**src/hw/rtl/vb_pkg.sv**
```systemverilog
// Shared constants and types of the 2x2x2 volume binning block.
`timescale 1ns / 1ps
package vb_pkg;

    // Voxel and volume limits
    localparam int PIXEL_BITS = 16;
    localparam int MAX_WIDTH  = 512;
    localparam int MAX_HEIGHT = 512;
    localparam int MAX_DEPTH  = 1024;

    // Raster counter widths
    localparam int COL_W   = $clog2(MAX_WIDTH);
    localparam int ROW_W   = $clog2(MAX_HEIGHT);
    localparam int PLANE_W = $clog2(MAX_DEPTH);

    // Cube sum store: one entry per (y/2, x/2) cube position
    localparam int ADDR_W = (ROW_W - 1) + (COL_W - 1);
    localparam int PAIR_W = PIXEL_BITS + 1;
    localparam int SUM_W  = PIXEL_BITS + 3;

    // Configuration register widths and indexes
    localparam int WX_W       = 10;
    localparam int HY_W       = 10;
    localparam int DZ_W       = 11;
    localparam int CFG_IDX_W  = 2;
    localparam int CFG_DATA_W = 11;

    localparam logic [CFG_IDX_W-1:0] CFG_WIDTH_X  = 2'd0;
    localparam logic [CFG_IDX_W-1:0] CFG_HEIGHT_Y = 2'd1;
    localparam logic [CFG_IDX_W-1:0] CFG_DEPTH_Z  = 2'd2;

    // Read-modify-write request for one voxel pair
    typedef struct packed {
        logic                  valid;
        logic [ADDR_W-1:0]     addr;
        logic [PAIR_W-1:0]     pair;
        logic                  first;
        logic                  last;
        logic                  done;
    } t_rmw_req;

    // One finished cube average
    typedef struct packed {
        logic                  valid;
        logic [PIXEL_BITS-1:0] value;
        logic                  done;
    } t_bin_res;

endpackage

```
**src/hw/rtl/vb_ctrl.sv**
```systemverilog
// Raster position counters, configuration registers and pair request decode.
`timescale 1ns / 1ps
module vb_ctrl (
    input  logic                           i_clk,
    input  logic                           i_rst_n,
    input  logic                           i_cfg_we,
    input  logic [vb_pkg::CFG_IDX_W-1:0]   i_cfg_index,
    input  logic [vb_pkg::CFG_DATA_W-1:0]  i_cfg_data,
    input  logic                           i_accept,
    input  logic [vb_pkg::PIXEL_BITS-1:0]  i_voxel,
    output vb_pkg::t_rmw_req               o_req
);
    import vb_pkg::*;

    logic [WX_W-1:0]    r_width_x;
    logic [HY_W-1:0]    r_height_y;
    logic [DZ_W-1:0]    r_depth_z;
    logic [COL_W-1:0]   r_col;
    logic [ROW_W-1:0]   r_row;
    logic [PLANE_W-1:0] r_plane;
    logic [PIXEL_BITS-1:0] r_pair_hold;

    logic [COL_W-1:0]   n_col;
    logic [ROW_W-1:0]   n_row;
    logic [PLANE_W-1:0] n_plane;

    logic [WX_W-1:0] w_eff;
    logic [HY_W-1:0] h_eff;
    logic [DZ_W-1:0] d_eff;
    logic [WX_W-1:0] ew;
    logic [HY_W-1:0] eh;
    logic [DZ_W-1:0] ed;
    logic [COL_W:0]   col_inc;
    logic [ROW_W:0]   row_inc;
    logic [PLANE_W:0] plane_inc;
    logic in_range;

    // Configuration writes
    always_ff @(posedge i_clk) begin
        if (!i_rst_n) begin
            r_width_x  <= WX_W'(MAX_WIDTH);
            r_height_y <= HY_W'(MAX_HEIGHT);
            r_depth_z  <= DZ_W'(MAX_DEPTH);
        end else if (i_cfg_we) begin
            case (i_cfg_index)
                CFG_WIDTH_X:  r_width_x  <= i_cfg_data[WX_W-1:0];
                CFG_HEIGHT_Y: r_height_y <= i_cfg_data[HY_W-1:0];
                CFG_DEPTH_Z:  r_depth_z  <= i_cfg_data[DZ_W-1:0];
                default: ;
            endcase
        end
    end

    // Clamp extents to the legal range, then round down to even
    always_comb begin
        w_eff = r_width_x;
        if (r_width_x < WX_W'(2))               w_eff = WX_W'(2);
        else if (r_width_x > WX_W'(MAX_WIDTH))  w_eff = WX_W'(MAX_WIDTH);
        h_eff = r_height_y;
        if (r_height_y < HY_W'(2))              h_eff = HY_W'(2);
        else if (r_height_y > HY_W'(MAX_HEIGHT)) h_eff = HY_W'(MAX_HEIGHT);
        d_eff = r_depth_z;
        if (r_depth_z < DZ_W'(2))               d_eff = DZ_W'(2);
        else if (r_depth_z > DZ_W'(MAX_DEPTH))  d_eff = DZ_W'(MAX_DEPTH);
        ew = {w_eff[WX_W-1:1], 1'b0};
        eh = {h_eff[HY_W-1:1], 1'b0};
        ed = {d_eff[DZ_W-1:1], 1'b0};
    end

    // Next raster position, wrapping against the current extents
    always_comb begin
        col_inc   = {1'b0, r_col} + 1'b1;
        row_inc   = {1'b0, r_row} + 1'b1;
        plane_inc = {1'b0, r_plane} + 1'b1;
        n_col   = col_inc[COL_W-1:0];
        n_row   = r_row;
        n_plane = r_plane;
        if (WX_W'(col_inc) >= w_eff) begin
            n_col = '0;
            n_row = row_inc[ROW_W-1:0];
            if (HY_W'(row_inc) >= h_eff) begin
                n_row   = '0;
                n_plane = plane_inc[PLANE_W-1:0];
                if (DZ_W'(plane_inc) >= d_eff) begin
                    n_plane = '0;
                end
            end
        end
    end

    // Position counters and even-column hold
    always_ff @(posedge i_clk) begin
        if (!i_rst_n) begin
            r_col       <= '0;
            r_row       <= '0;
            r_plane     <= '0;
            r_pair_hold <= '0;
        end else if (i_accept) begin
            r_col   <= n_col;
            r_row   <= n_row;
            r_plane <= n_plane;
            if (in_range && !r_col[0]) begin
                r_pair_hold <= i_voxel;
            end
        end
    end

    // Request decode: an odd column inside the even extents adds a pair
    always_comb begin
        in_range    = (WX_W'(r_col) < ew) && (HY_W'(r_row) < eh) && (DZ_W'(r_plane) < ed);
        o_req.valid = i_accept && in_range && r_col[0];
        o_req.addr  = {r_row[ROW_W-1:1], r_col[COL_W-1:1]};
        o_req.pair  = PAIR_W'(r_pair_hold) + PAIR_W'(i_voxel);
        o_req.first = !r_row[0] && !r_plane[0];
        o_req.last  = r_row[0] && r_plane[0];
        o_req.done  = (WX_W'(r_col) == ew - WX_W'(1))
                   && (HY_W'(r_row) == eh - HY_W'(1))
                   && (DZ_W'(r_plane) == ed - DZ_W'(1));
    end

    // A pair request only ever comes from an odd column
    a_req_odd: assert property (@(posedge i_clk) disable iff (!i_rst_n)
        o_req.valid |-> r_col[0])
        else $error("pair request on even column");

    // Column counter advances by one or wraps on every accepted voxel
    a_col_step: assert property (@(posedge i_clk) disable iff (!i_rst_n)
        i_accept |=> (r_col == '0) || (r_col == $past(r_col) + 1'b1))
        else $error("column counter skipped");

endmodule

```
**config.mk**
```make
export PLATFORM = sky130hd
export DESIGN_NAME = vb_ctrl
export DESIGN_NICKNAME = d
export VERILOG_FILES = /design/src/hw/rtl/vb_pkg.sv /design/src/hw/rtl/vb_ctrl.sv
export SDC_FILE = /design/constraint.sdc
export NUM_CORES = 1
export LEC_CHECK = 0
export BUFFER_PORTS_ARGS = -buffer_cell sky130_fd_sc_hd__buf_2
export CAP_MARGIN = 20
export CORE_MARGIN = 2
export CORE_UTILIZATION = 45
export CTS_BUF_LIST = sky130_fd_sc_hd__clkbuf_4 sky130_fd_sc_hd__clkbuf_8
export CTS_CLUSTER_DIAMETER = 50
export CTS_CLUSTER_SIZE = 10
export DETAILED_ROUTE_END_ITERATION = 12
export PLACE_DENSITY = 0.61
export SLEW_MARGIN = 0
export SYNTH_ARGS = -nofsm -noshare
export SYNTH_HDL_FRONTEND = slang
export SYNTH_SLANG_ARGS = --single-unit
```
**constraint.sdc**
```tcl
create_clock -name i_clk -period 4.7 [get_ports i_clk]
set_input_delay 0.94 -clock i_clk [delete_from_list [all_inputs] [get_ports i_clk]]
set_output_delay 0.94 -clock i_clk [all_outputs]
set_load 0.02 [all_outputs]
```
**Word level (Yosys, flattened, before mapping)**

Index checks and enable logic that the tools add are counted.

- Logic and storage cells: 59
- Output and inout bits: 37
- Register bits: 75
- Bits of input ports: 33

- Order comparisons: 12
- Mux-type cells: 9
- $add $sub $neg: 7
- Reductions and logical operators: 19
- Equality and inequality tests: 5

Operators with widths:

| cell | number |
|---|---|
| $mux W10 | 5 |
| $mux W11 | 2 |
| $add A9 B1 Y10 const B | 2 |
| $eq A9 B10 Y1 | 2 |
| $ge A10 B10 Y1 | 2 |
| $gt A10 B10 Y1 const B | 2 |
| $lt A10 B2 Y1 const B | 2 |
| $lt A9 B10 Y1 | 2 |
| $sub A10 B1 Y10 const B | 2 |
| $mux W9 | 2 |
| $add A16 B16 Y17 | 1 |
| $add A10 B1 Y11 const B | 1 |
| $eq A10 B11 Y1 | 1 |
| $ge A11 B11 Y1 | 1 |
| $gt A11 B11 Y1 const B | 1 |
| $lt A10 B11 Y1 | 1 |
| $lt A11 B2 Y1 const B | 1 |
| $sub A11 B1 Y11 const B | 1 |
| $reduce_and A2 Y1 | 5 |
| $logic_and A1 B1 Y1 | 9 |
| $logic_not A1 Y1 | 3 |
| $reduce_and A3 Y1 | 1 |
| $eq A2 B1 Y1 const B | 1 |
| $eq A2 B2 Y1 const B | 1 |
| $logic_not A2 Y1 | 1 |

**Depth between registers and ports, before layout**

- Depth after elaboration: 8
- Gate-level depth with buffers: 17
- Gate-level depth less buffers: 14

**Worst setup path before layout**

Ideal clock, no wire load.

- Path kind: flip-flop to output port
- Start: register r_width_x[5]
- End: output o_req[0] in the netlist's numbering
- Cell stages (with the launch flop): 16
- Path buffers: 1
- Data arrival time: 3795 ps
- Slack: -35 ps
- Cells stage by stage: dfxtp_1 -> buf_6 -> or3_4 -> or3_4 -> nor3_1 -> o21ai_0 -> inv_1 -> ha_1 -> nor4b_2 -> o211ai_1 -> a31oi_1 -> nand4_1 -> or4_1 -> a2111oi_2 -> o2111ai_1 -> a2111oi_2

RTL lines:

| element | RTL line | RTL |
|---|---|---|
| start: declaration | vb_ctrl.sv:15 | `logic [WX_W-1:0] r_width_x;` |
| start signal: assignment | vb_ctrl.sv:41 | `r_width_x <= WX_W'(MAX_WIDTH);` |
| start signal: assignment | vb_ctrl.sv:46 | `CFG_WIDTH_X: r_width_x <= i_cfg_data[WX_W-1:0];` |
| end: declaration | vb_ctrl.sv:11 | `output vb_pkg::t_rmw_req o_req` |

==> flow_metrics.py <==
metrics = {
    "logic_synthesis": {
        "synth-main-ff-cell": "dfxtp_1",
        "ys_seq_area_share_pct": 23.6,
        "yosys_warnings": 0,
        "syn_area_mm2": 0.00635,
        "synth_cell_types": 69,
        "synth-edff-count": 0,
        "postSynthAreaPerCell_um2": 8.17,
        "synth_top_area_share_pct": 23.6,
        "async_flop_share_pct": 0,
        "synth_seq_cells": 75,
        "syn_nets": 890,
        "synth_top_cell_by_area": "dfxtp_1",
        "synthCells": 778,
        "yosys-top-cells-area": "dfxtp_1 24%, ha_1 15%, mux2i_1 7.2%",
    },
    "timing": {
        "setup_tns_ps": -190,
        "worstMarginPinSlew_ps": 1110,
        "finalHoldViolations": 0,
        "setup_slack_ps": -190,
        "period_share_pct": 104,
        "finClkSkew_ps": 9.41,
        "hold_ws_ps": 464,
        "rsz0062_at_grt": "yes",
        "max_freq_ghz": 0.205,
        "period_needed_ps": 4890,
        "setup_violations": 1,
        "timing.slew.headroom_pct": 25.5,
        "drv_slew": 0,
    },
    "pwr": {
        "power_leakage_nw": 3.28,
        "ir_drop_mv": 0.119,
        "powerDensity_mw_per_mm2": 217,
    },
    "clocking": {
        "htree_num_levels": 3,
        "clkSinkCount": 75,
        "clock_latency_ps": 380,
        "numCtsBuffers": 9,
        "path_clk_slew_ps": 80,
        "hold_buffers": 0,
        "cts_setup_buffers": 0,
        "cts_buffer_depth": 2,
        "root_buffer": "clkbuf_8",
        "cts_tree": "built",
    },
    "worst_setup_path": {
        "cp-start-kind": "flop",
        "timing.rr.end": "r_plane[0]",
        "ff2ff_setup_slack_ps": 800,
        "crit_type": "flop to primary output",
        "reg2regPathDepth": 12,
        "crit_start": "r_width_x[4]",
        "end_kind": "primary output",
        "reg2reg_from": "r_col[0]",
        "required_ps": 3760,
        "arrival_ps": 3950,
        "crit_fanout": 2,
    },
    "detailed_routing": {
        "dr.pass1.iters": 5,
        "num_vias": 5870,
        "vias_per_cell": 5.76,
        "drc_errors": 0,
        "routedWlPerCell_um": 16.5,
        "finalWirelength_mm": 16.8,
        "detail-route-antenna-nets": 0,
        "drt_iter0_drc": 288,
    },
    "global_routing": {
        "grt_max_degree": 37,
        "grt_pass1_wl_mm": 27.0,
        "track_usage_pct": 22.9,
        "antenna_found_initial": 0,
        "grt_overflow": 0,
        "grt_pass1_vias": 5503,
    },
    "min_path": {
        "hold_path_depth": 2,
        "holdPathEnd": "r_pair_hold[9]",
        "min_path_type": "flop to flop",
        "holdCritStartpoint": "r_pair_hold[9]",
    },
    "layout": {
        "final_cell_mix": "78 x nand2_1, 77 x ha_1, 74 x dfxtp_1",
        "final_common_cell": "nand2_1",
        "post-route-util_pct": 51.4,
        "drive_gt1_share_pct": 16.7,
        "diodes": 0,
        "area_growth_pct": 11.9,
        "design_area_mm2": 0.00711,
        "fill_cells": 1317,
        "finalNetCount": 946,
    },
    "floorplanning": {
        "rows": 43,
        "die_area_mm2": 0.0151,
        "initial_utilization_pct": 46.0,
        "die_width_um": 123,
        "io_pins": 70,
        "dieHeight_um": 123,
        "coreArea_mm2": 0.0138,
    },
    "place": {
        "post_dp_cell_area_mm2": 0.00687,
        "place_hpwl_mm": 13.2,
        "portBuffers": 69,
        "place_congestion": 0.926,
        "dp_slack_ps": -81.9,
    },
    "outcome": {
        "outcome": "finished with violations",
        "violations": "setup timing",
    },
    "run": {
        "cap_violations": 0,
    },
}
-- worst max-delay path by stage --
stage	cells past startpoint	endpoint
floorplan	15	o_req[0]
global placement	15	o_req[0]
detailed placement	15	o_req[0]
CTS	15	o_req[0]
global route	15	o_req[0]
finish	14	o_req[0]
-- kinds of logic after synthesis --
group | Yosys count | synth area share, %
and+or+nand+nor | 273 | 21.9
AOI/OAI and AO/OA | 177 | 18.3
adders and majority gates | 79 | 15.7
DFF | 75 | 23.6
buffers and inverters | 72 | 5.51
xor gates and xnor gates | 56 | 7.72
muxes | 46 | 7.25
-- critical path, cell delays in order (launching register included) --
cell	delay, ps
dfxtp_2	320
or3_4	390
or3_4	360
nor3_4	140
o21ai_2	80
buf_4	140
ha_1	280
xnor2_1	140
nor4_2	220
nand4_1	120
or4_4	540
a2111oi_4	200
o2111ai_2	190
a2111oi_4	260
buf_4	210
-- metrics by stage --
step                      total power, W  std cells
after floorplan                 0.000961        778
after global placement           0.00107       1003
after detailed placement         0.00108       1003
after CTS                        0.00155       1019
after global routing             0.00162       1019
final                            0.00154       1019
-- what timing repair did --
action / in CTS / in global routing
resized for setup: 9 / 4
endpoints found under the setup margin: 1 / 1
pin swaps: 6 / 3
hold endpoints to repair: 0 / 0
gates cloned: 0 / 0
-- power by group --
part / switching [W] / leakage, nW / internal, W / total, W
clock network: 0.000259 / 0.0963 / 0.000209 / 0.000468
logic: 0.000232 / 2.58 / 0.000163 / 0.000396
registers: 0.0000195 / 0.610 / 0.000657 / 0.000677
total: 0.000511 / 3.28 / 0.00103 / 0.00154
-- area by class of cell --
cell class | count | area [um^2] | area share (%)
well taps | 180 | 225 | 3.17
multi-input cells | 631 | 4580 | 64.4
inverters | 21 | 78.8 | 1.11
clock inverters | 5 | 28.8 | 0.405
flip-flops and latches | 75 | 1500 | 21.1
repair buffers | 96 | 551 | 7.74
clock buffers | 11 | 145 | 2.04
-- routing by layer --
metal  wire, um  GRT usage [%]  vias up
met4        514           9.41        0
met1       7480           29.2     2768
met5          0              0        -
met3        837           3.90       35
met2       7980           38.1      149
li1           -              -     2918
-- sequential cells by signal, summed over array words and instances (netlist names) --
name         count
r_pair_hold     16
r_depth_z       11
r_height_y      10
r_plane         10
r_width_x       10
r_col            9
r_row            9
-- synthesized netlist by cell type, drive strengths merged (20+ instances only) --
master	number
dfxtp	75
xor2	26
ha	78
nor2	64
nand2	78
nand3	21
mux2i	46
a21oi	46
xnor2	30
buf	31
clkbuf	20
o21ai	46
nor3	22
inv	21
Note: power is estimated with default switching activity, not from simulation.
