==> config.mk <==
export PLATFORM = sky130hd
export DESIGN_NAME = vb_ofifo
export DESIGN_NICKNAME = d
export VERILOG_FILES = /design/src/hw/rtl/vb_pkg.sv /design/src/hw/rtl/vb_ofifo.sv
export SDC_FILE = /design/constraint.sdc
export NUM_CORES = 1
export LEC_CHECK = 0
export CAP_MARGIN = 20
export CORE_MARGIN = 2
export CORE_UTILIZATION = 60
export CTS_CLUSTER_SIZE = 12
export DETAILED_ROUTE_END_ITERATION = 8
export DONT_BUFFER_PORTS = 1
export PLACE_DENSITY = 0.76
export SLEW_MARGIN = 0
export SYNTH_ARGS = -nofsm -noshare
export SYNTH_HDL_FRONTEND = slang
export SYNTH_SLANG_ARGS = --single-unit
==> constraint.sdc <==
create_clock -name i_clk -period 2.39 [get_ports i_clk]
set_clock_uncertainty 0.2 [all_clocks]
set_input_delay 0.478 -clock i_clk [delete_from_list [all_inputs] [get_ports i_clk]]
set_output_delay 0.478 -clock i_clk [all_outputs]
set_load 0.02 [all_outputs]
==> src/hw/rtl/vb_pkg.sv <==
// Shared constants and types of the 2x2x2 volume binning block.
`timescale 1ns / 1ps
package vb_pkg;

    // Voxel and volume limits
    localparam int PIXEL_BITS = 16;
    localparam int MAX_WIDTH  = 512;
    localparam int MAX_HEIGHT = 512;
    localparam int MAX_DEPTH  = 1024;

    // Raster counter widths
    localparam int COL_W   = $clog2(MAX_WIDTH);
    localparam int ROW_W   = $clog2(MAX_HEIGHT);
    localparam int PLANE_W = $clog2(MAX_DEPTH);

    // Cube sum store: one entry per (y/2, x/2) cube position
    localparam int ADDR_W = (ROW_W - 1) + (COL_W - 1);
    localparam int PAIR_W = PIXEL_BITS + 1;
    localparam int SUM_W  = PIXEL_BITS + 3;

    // Configuration register widths and indexes
    localparam int WX_W       = 10;
    localparam int HY_W       = 10;
    localparam int DZ_W       = 11;
    localparam int CFG_IDX_W  = 2;
    localparam int CFG_DATA_W = 11;

    localparam logic [CFG_IDX_W-1:0] CFG_WIDTH_X  = 2'd0;
    localparam logic [CFG_IDX_W-1:0] CFG_HEIGHT_Y = 2'd1;
    localparam logic [CFG_IDX_W-1:0] CFG_DEPTH_Z  = 2'd2;

    // Read-modify-write request for one voxel pair
    typedef struct packed {
        logic                  valid;
        logic [ADDR_W-1:0]     addr;
        logic [PAIR_W-1:0]     pair;
        logic                  first;
        logic                  last;
        logic                  done;
    } t_rmw_req;

    // One finished cube average
    typedef struct packed {
        logic                  valid;
        logic [PIXEL_BITS-1:0] value;
        logic                  done;
    } t_bin_res;

endpackage

==> src/hw/rtl/vb_ofifo.sv <==
// Two-entry output queue that decouples the store from the result channel.
`timescale 1ns / 1ps
module vb_ofifo (
    input  logic                          i_clk,
    input  logic                          i_rst_n,
    input  vb_pkg::t_bin_res              i_res,
    output logic [1:0]                    o_count,
    output logic                          o_valid,
    input  logic                          i_ready,
    output logic [vb_pkg::PIXEL_BITS-1:0] o_value,
    output logic                          o_done
);
    import vb_pkg::*;

    logic [PIXEL_BITS-1:0] r_value [2];
    logic                  r_done  [2];
    logic                  r_wp;
    logic                  r_rp;
    logic [1:0]            r_count;
    logic                  pop;

    assign pop = o_valid && i_ready;

    // Pointers and fill count
    always_ff @(posedge i_clk) begin
        if (!i_rst_n) begin
            r_wp    <= 1'b0;
            r_rp    <= 1'b0;
            r_count <= '0;
        end else begin
            if (i_res.valid) r_wp <= !r_wp;
            if (pop)         r_rp <= !r_rp;
            r_count <= r_count + {1'b0, i_res.valid} - {1'b0, pop};
        end
    end

    // Entry storage
    always_ff @(posedge i_clk) begin
        if (i_res.valid) begin
            r_value[r_wp] <= i_res.value;
            r_done[r_wp]  <= i_res.done;
        end
    end

    assign o_count = r_count;
    assign o_valid = (r_count != '0);
    assign o_value = r_value[r_rp];
    assign o_done  = r_done[r_rp];

    // Upstream flow control must keep the queue from overflowing
    a_no_overflow: assert property (@(posedge i_clk) disable iff (!i_rst_n)
        (r_count == 2'd2) |-> !(i_res.valid && !pop))
        else $error("result queue overflow");

    a_count_range: assert property (@(posedge i_clk) disable iff (!i_rst_n)
        r_count != 2'd3)
        else $error("result queue count out of range");

endmodule

After elaboration in Yosys (flattened, before gate mapping)
Memory sizes are Yosys's and may differ from the RTL's. A register that Yosys moved wholly into a read port is not among the register bits.
Cells that the tools add are included.
Widths: inputs -> output; s select.
{ "classes": {"n_mux": 6, "n_mul": 0, "n_lt_le_gt_ge": 0, "div_mod_pow": 0, "eq_ne": 0, "bitwise": 0, "shifts": 0, "add_sub_neg": 2, "reduce_logical": 4} }
{ "op_table": {"columns": ["cell", "count"], "rows": [
  ["$mux 1", 6],
  ["$add 2x1->2", 1],
  ["$logic_not 1->1", 2],
  ["$reduce_bool 2->1", 1],
  ["$sub 2x1->2", 1],
  ["$logic_and 1x1->1", 1]
]} }
{ "totals": {"n_memories": 2, "reg_bits": 4, "inputBits": 21, "latchBits": 0, "elab_cells": 17, "ram_bits": 34, "mem_bits_ro": 0} }
{ "memory_table": {"columns": ["name", "words", "width", "read_ports", "rd_clocked_by_memory_dff", "wr", "line_no", "text"], "rows": [
  ["r_value", 2, 16, 1, 1, 1, "vb_ofifo.sv:15", "logic [PIXEL_BITS-1:0] r_value [2];"],
  ["r_done", 2, 1, 1, 1, 1, "vb_ofifo.sv:16", "logic r_done [2];"]
]} }

Longest topological paths before layout
Gate-level depths: netlist of the first run.
{ "logic_depth": {"ltp_word": 4, "mapped_depth": 6, "mapped_depth_nobuf": 6} }

Worst setup path after synthesis of the first run
No wires, ideal clock.
{ "synth_timing": {"path_type": "input to register", "startpoint": "in i_res[17] (netlist name)", "endpoint": "mem r_done[0], enable pin", "stages": 1, "n_path_buf": 0, "required_ns": 1.796, "arrival_time_ns": 1.316, "slack_ns": 0.480, "path_cell_list": "nor2b_1"} }
{ "synth_via": {"elab_chain_cells": 2} }
{ "synth_rtl": {"columns": ["element", "line_no", "text"], "rows": [
  ["start: declaration", "vb_ofifo.sv:6", "input vb_pkg::t_bin_res i_res,"],
  ["$mux 1", "vb_ofifo.sv:39", "if (i_res.valid) begin"],
  ["$mux 1 (implied by the code)", "vb_ofifo.sv:41", "r_done[r_wp] <= i_res.done;"],
  ["end: declaration", "vb_ofifo.sv:16", null]
]} }
No other way between the ends.

==> results.sh, run 1 <==
export IMPL_outcome="completed"
export IMPL_use_met2_pct=23.3
export IMPL_wl_um=1930
export IMPL_dpl_cell_area_mm2=0.00155
export IMPL_crit_type="register to output port"
export IMPL_crit_required_ns=1.71
export IMPL_drive_gt1_share_pct=31.1
export IMPL_grt_overflow=0
export IMPL_crit_path_max_fanout=10
export IMPL_grt_pass1_vias=606
export IMPL_clock_root_buffer="clkbuf_4"
export IMPL_synth_compound_area_share_pct=0.988
export IMPL_hold_path_depth=0
export IMPL_fin_area_mm2=0.00166
export IMPL_synth_top_family_by_area="multiplexers"
export IMPL_die_w_um=54.3
export IMPL_relSlewSlack_pct=76.8
export IMPL_tritoncts="yes"
export IMPL_insertion_delay_ns=0.34
export IMPL_ir_worst_vdd_mv=0.714
export IMPL_reg2regPathDepth=6
export IMPL_hp_start="i_res[0]"
export IMPL_ys_seq_elements=39
export IMPL_synth_mux_area_fraction_pct=16.4
export IMPL_fin_setup_tns_ns=0
export IMPL_viasPerCell=5.39
export IMPL_dr_pass1_iters=4
export IMPL_use_met1_pct=12.4
export IMPL_grt_busiest_layer="met2"
export IMPL_hold_viol=0
export IMPL_grt_antenna_before_repair=0
export IMPL_synthSimpleGateAreaFrac_pct=3.13
export IMPL_final_period_utilization_pct=92.6
export IMPL_dpl_hpwl_um=1360
export IMPL_ys_types=16
export IMPL_nets=112
export IMPL_syn_to_final_growth_pct=9.31
export IMPL_r2r_end="o_count[1]"
export IMPL_cp_end_kind="output port"
export IMPL_cts_max_path_buffers=2
export IMPL_fp_row_count=18
export IMPL_cellLeakagePower_nw=0.599
export IMPL_r2r_start="o_count[1]"
export IMPL_drt_iter0_drc=2
export IMPL_tightestPinTransition_ns=0.347
export IMPL_period_minus_slack_ns=2.21
export IMPL_setup_violations=0
export IMPL_min_path_type="input pin to register"
export IMPL_wl_per_cell_um=16.1
export IMPL_power_density_mw_per_mm2=935
export IMPL_synth_top_cell_by_area="edfxtp_1"
export IMPL_syn_area_per_cell_um2=20.3
export IMPL_min_to="r_done[1]"
export IMPL_dr_total_vias=647
export IMPL_syn_inst=75
export IMPL_grt_max_degree=19
export IMPL_fmax_ghz=0.452
export IMPL_synth_fa_ha_area_share_pct=1.65
export IMPL_ys_seq_area_share_pct=73.8
export IMPL_htree_levels=2
export IMPL_core_area_mm2=0.00243
export IMPL_io_pins=41
export IMPL_r2r_slack_ns=0.61
export IMPL_start_kind="register"
export IMPL_die_y_um=54.3
export IMPL_arrival_ns=1.53
export IMPL_syn_nets=98
export IMPL_ant_nets=0
export IMPL_synth_xor_area_share_pct=1.48
export IMPL_gp_congestion=0.559
export IMPL_clk_pin_slew_worst_paths_ns=0.10
export IMPL_syn_area_mm2=0.00152
export IMPL_drcViolationCount=0
export IMPL_io_buffers=0
export IMPL_yosysWarningCount=0
export IMPL_yosys_top_cells_area="edfxtp_1 (67%), mux2_4 (9.9%), dfxtp_1 (6.6%), mux2_2 (5.2%), ha_1 (1.6%)"
export IMPL_clock_sinks=39
export IMPL_cts_buffers_inserted=5
export IMPL_dp_cells=106
export IMPL_initial_core_util_pct=62.4
export IMPL_cap_violations=0
export IMPL_gr_usage_met3_pct=9.84
export IMPL_die_area_mm2=0.00295
export IMPL_grt_first_pass_wirelength_um=2670
export IMPL_finalPower_mw=1.55
export IMPL_grtUsageTotal_pct=14.9
export IMPL_n_antenna_cell=0
export IMPL_rsz0062_at_grt="no"
export IMPL_synth_top_area_share_pct=67.2
export IMPL_drv_slew=0
export IMPL_stdcell_count=120
## area by class of cell
type	instances	area, um^2
clock inverters	2	8.76
well taps	30	37.5
clock buffers	6	41.3
repair buffers	9	82.6
flip-flops and latches	39	1120
fillers	172	772
inverters	2	7.51
multi-input cells	32	362
## how the worst max path moves through the flow
stage          slack (ns)         end       from  cells past startpoint
2_1_floorplan        0.48   r_done[0]  i_res[17]                      1
3_3_place_gp         0.57  o_value[8]   register                      2
3_5_place_dp         0.54  o_value[5]   register                      2
4_1_cts              0.15  o_value[5]   register                      2
5_1_grt              0.11  o_value[9]   register                      2
6_report             0.18  o_value[5]   register                      2
## critical path, stage by stage, from the launching register on
cell	delay, ns
dfxtp_1	0.54
buf_4	0.29
mux2_4	0.36
## power by group
| part | switching [mW] | internal [mW] |
|---|---|---|
| Sequential | 0.0644 | 0.801 |
| Clock | 0.189 | 0.110 |
| Combinational | 0.200 | 0.188 |
## Yosys cell counts
master / n
nand2b_1: 1
inv_1: 2
o21a_1: 2
buf_12: 1
dfxtp_1: 5
buf_6: 1
and2_1: 2
or2_2: 1
xnor3_1: 1
nand2_1: 1
mux2_2: 7
ha_1: 2
mux2_4: 10
nor2b_1: 3
mux2i_1: 2
edfxtp_1: 34
## stage by stage
| stage | util, % | setup slack [ns] | hold slack [ns] |
|---|---|---|---|
| 2_1_floorplan | - | 0.480 | 0.252 |
| 3_3_place_gp | 63.7 | 0.573 | 0.261 |
| 3_5_place_dp | 63.7 | 0.537 | 0.289 |
| 4_1_cts | 65.8 | 0.146 | 0.00946 |
| 5_1_grt | 68.3 | 0.106 | 0.000124 |
| 6_report | 68.3 | 0.178 | 0.0269 |
## cell usage in the layout (no fill, tap or decap)
cell type / count
clkinv_2: 1
mux2_2: 7
inv_1: 2
nand2b_1: 1
edfxtp_1: 34
buf_4: 3
ha_1: 2
nor2b_1: 2
clkbuf_4: 5
nor2b_2: 1
dfxtp_1: 5
nand2_1: 1
mux2i_1: 2
xnor3_1: 1
mux2_4: 10
and2_1: 2
o21a_1: 2
dlygate4sd3_1: 6
clkinv_1: 1
or2_2: 1
clkbuf_1: 1
## layer usage
| layer | vias to the layer above | wire length (um) |
|---|---|---|
| met4 | 0 | 74 |
| met2 | 30 | 1010 |
| met3 | 9 | 221 |
| li1 | 312 | - |
| met1 | 296 | 624 |
| met5 | - | 0 |
## repair_timing
item                      4_1_cts  5_1_grt
gates resized for setup         0        0
buffers inserted                0        0
hold buffers                    0        6
hold endpoints to repair        0       11
## cell families after synthesis
logic type	count (synthesis)
flip-flops	39
adder cells (fa/ha/maj)	2
AND/OR/NAND/NOR	8
buffers and inverters	4
multiplexers	19
XOR/XNOR	1
AO/OA/AOI/OAI	2
## sequential cells by signal (all words and copies together) (netlist names), named ones only
signal	count
r_value	32
o_count	2
r_wp	1
r_rp	1
r_done	2
(Power assumes the default switching activity.)
==> run 2, diff against run 1 <==
--- a/config.mk
+++ b/config.mk
@@ -5,6 +5,7 @@
 export SDC_FILE = /design/constraint.sdc
 export NUM_CORES = 1
 export LEC_CHECK = 0
+export ABC_AREA = 1
 export CAP_MARGIN = 20
 export CORE_MARGIN = 2
 export CORE_UTILIZATION = 60
==> results.sh, run 2 <==
export IMPL_outcome="completed"
export IMPL_grt_overflow=0
export IMPL_drv_slew=0
export IMPL_dpl_hpwl_um=1440
export IMPL_dr_max_layer_used="met4"
export IMPL_crit_slowest_cell="dfxtp_1"
export IMPL_die_y_um=54.3
export IMPL_pwr_share_clk_pct=19.3
export IMPL_insertion_delay_ns=0.32
export IMPL_period_minus_slack_ns=2.19
export IMPL_grt_pass1_vias=662
export IMPL_crit_path_max_fanout=10
export IMPL_power_density_mw_per_mm2=956
export IMPL_wl_per_cell_um=15.3
export IMPL_ys_types=12
export IMPL_stdcell_count=127
export IMPL_nets=119
export IMPL_grt_antenna_before_repair=0
export IMPL_cellLeakagePower_nw=0.603
export IMPL_clk_pin_slew_worst_paths_ns=0.10
export IMPL_drt_iter0_drc=22
export IMPL_layout_commonest_cell="edfxtp_1"
export IMPL_synth_flop_cell="edfxtp_1"
export IMPL_syn_nets=111
export IMPL_r2r_slack_ns=0.58
export IMPL_fmax_ghz=0.456
export IMPL_cp_num_buf_inv=1
export IMPL_yosysMostFrequentCell="edfxtp_1"
export IMPL_ys_seq_elements=39
export IMPL_r2r_start="o_count[1]"
export IMPL_seq_power_share_pct=56.6
export IMPL_ir_worst_vdd_mv=0.603
export IMPL_largest_reg_flops=32
export IMPL_die_area_mm2=0.00294
export IMPL_synth_mux_area_fraction_pct=15.1
export IMPL_dp_cells=119
export IMPL_n_antenna_cell=0
export IMPL_synth_xor_area_share_pct=0
export IMPL_yosys_top_cells_area="edfxtp_1 (67%), mux2_4 (9.9%), dfxtp_1 (6.6%), mux2_2 (5.2%), nor2_1 (2.2%)"
export IMPL_ys_async_sr_fraction_pct=0
export IMPL_r2r_end="o_count[1]"
export IMPL_final_period_utilization_pct=91.8
export IMPL_syn_to_final_growth_pct=5.12
export IMPL_dr_total_vias=671
export IMPL_dr_pass1_iters=4
export IMPL_n_fill_cell=170
export IMPL_yosysWarningCount=0
export IMPL_switchingPower_uw=465
export IMPL_cts_hold_buf=0
export IMPL_syn_area_per_cell_um2=17.2
export IMPL_wl_met2_um=1020
export IMPL_p_comb_share_pct=24.2
export IMPL_viasPerCell=5.28
export IMPL_regArea_mm2=0.00112
export IMPL_wl_met1_um=644
export IMPL_arrival_ns=1.52
export IMPL_largest_register="r_value"
export IMPL_synth_top_family_by_area="multiplexers"
export IMPL_wl_um=1940
export IMPL_io_pins=41
export IMPL_syn_area_mm2=0.00152
export IMPL_min_path_type="input pin to register"
export IMPL_initial_core_util_pct=62.3
export IMPL_relSlewSlack_pct=56.2
export IMPL_reg2regPathDepth=8
export IMPL_max_stage_delay_ns=0.53
export IMPL_core_area_mm2=0.00243
export IMPL_cap_violations=0
export IMPL_io_buffers=0
export IMPL_synth_compound_area_share_pct=0.330
export IMPL_swShare_pct=30.6
export IMPL_fp_row_count=18
export IMPL_clock_root_buffer="clkbuf_4"
export IMPL_clock_sinks=39
export IMPL_post_cts_resized=0
export IMPL_setup_violations=0
export IMPL_crit_family="flip-flops"
export IMPL_die_w_um=54.3
export IMPL_internal_power_mw=1.06
export IMPL_mostFrequentLayoutCells="edfxtp_1 (34), mux2_4 (10), nor2_1 (9)"
export IMPL_rsz0062_at_grt="no"
export IMPL_synth_top_area_share_pct=67.4
export IMPL_cp_cell_sequence="buf_4, mux2_4"
export IMPL_ant_nets=0
export IMPL_fin_setup_tns_ns=0
export IMPL_htree_levels=2
export IMPL_synth_fa_ha_area_share_pct=1.65
export IMPL_hold_path_depth=0
export IMPL_dr_wl_met3_um=251
export IMPL_grt_max_degree=18
export IMPL_grtUsageTotal_pct=14.3
export IMPL_multi_input_area_um2=333
export IMPL_gp_congestion=0.605
export IMPL_crit_type="register to output port"
export IMPL_cts_buffers_inserted=5
export IMPL_crit_required_ns=1.71
export IMPL_syn_inst=88
export IMPL_crit_path_end="o_value[11]"
export IMPL_cp_depth=2
export IMPL_ys_seq_area_share_pct=74.0
export IMPL_post_cts_buffers=0
export IMPL_drcViolationCount=0
export IMPL_hold_viol=0
export IMPL_drive_gt1_share_pct=25.8
export IMPL_tightestPinTransition_ns=0.656
export IMPL_tritoncts="yes"
export IMPL_cp_end_kind="output port"
export IMPL_synthSimpleGateAreaFrac_pct=4.87
export IMPL_yosys_top_cells_count="edfxtp_1 (34), mux2_4 (10), nor2_1 (9)"
export IMPL_cts_max_path_buffers=2
export IMPL_synth_top_cell_by_area="edfxtp_1"
export IMPL_start_kind="register"
export IMPL_grt_first_pass_wirelength_um=2770
export IMPL_synth_edf_count=34
## run 2: changes by cell type after synthesis, moves of 3 or more
cell,before,now
nor2_1,0,9
nand2_1,1,8
inv_1,2,8
nor2b_1,3,0
## run 2: logic make-up after synthesis
group	Yosys count
AO/OA/AOI/OAI	1
adder cells (fa/ha/maj)	2
buffers and inverters	10
flip-flops	39
multiplexers	17
AND/OR/NAND/NOR	19
## run 2: worst min-delay path by stage
stage	slack [ns]	to	start
2_1_floorplan	0.27	register	r_rp
3_3_place_gp	0.28	r_wp	r_wp
3_5_place_dp	0.30	r_rp	r_rp
4_1_cts	0.02	r_value[0][1]	i_res[2]
5_1_grt	0.007	r_value[1][14]	i_res[15]
6_report	0.03	r_value[1][3]	i_res[4]
## run 2: final cells by class
class,count,share of cell area [%]
Clock buffer,6,2.59
Clock inverter,2,0.471
Inverter,8,1.89
Multi-Input combinational cell,39,20.9
Sequential cell,39,70.4
Tap cell,30,2.36
Timing Repair Buffer,3,1.41
## run 2: power by group through the flow
stage          Clock [mW]  Sequential (mW)  Combinational, mW
4_1_cts             0.305            0.863              0.373
6_report            0.293            0.861              0.368
3_3_place_gp            0            0.874              0.355
2_1_floorplan           0            0.858              0.362
3_5_place_dp            0            0.877              0.373
5_1_grt             0.333            0.870              0.401
## run 2: through the flow
stage                     total power, mW  area [um^2]  hold slack [ns]  setup WS, ns  utilization [%]
final                                1.52         1590           0.0329         0.196             65.5
after floorplan                      1.22         1520            0.267         0.558                -
after global placement               1.23         1540            0.285         0.567             63.5
after global routing                 1.60         1590          0.00737         0.108             65.5
after detailed placement             1.25         1540            0.300         0.536             63.5
after CTS                            1.54         1590           0.0170         0.161             65.5
## run 2: layer usage
| layer | GRT usage, % | vias up |
|---|---|---|
| met3 | 9.84 | 3 |
| met5 | 0 | - |
| met4 | 6.25 | 0 |
| li1 | - | 328 |
| met2 | 24.1 | 29 |
| met1 | 13.0 | 311 |
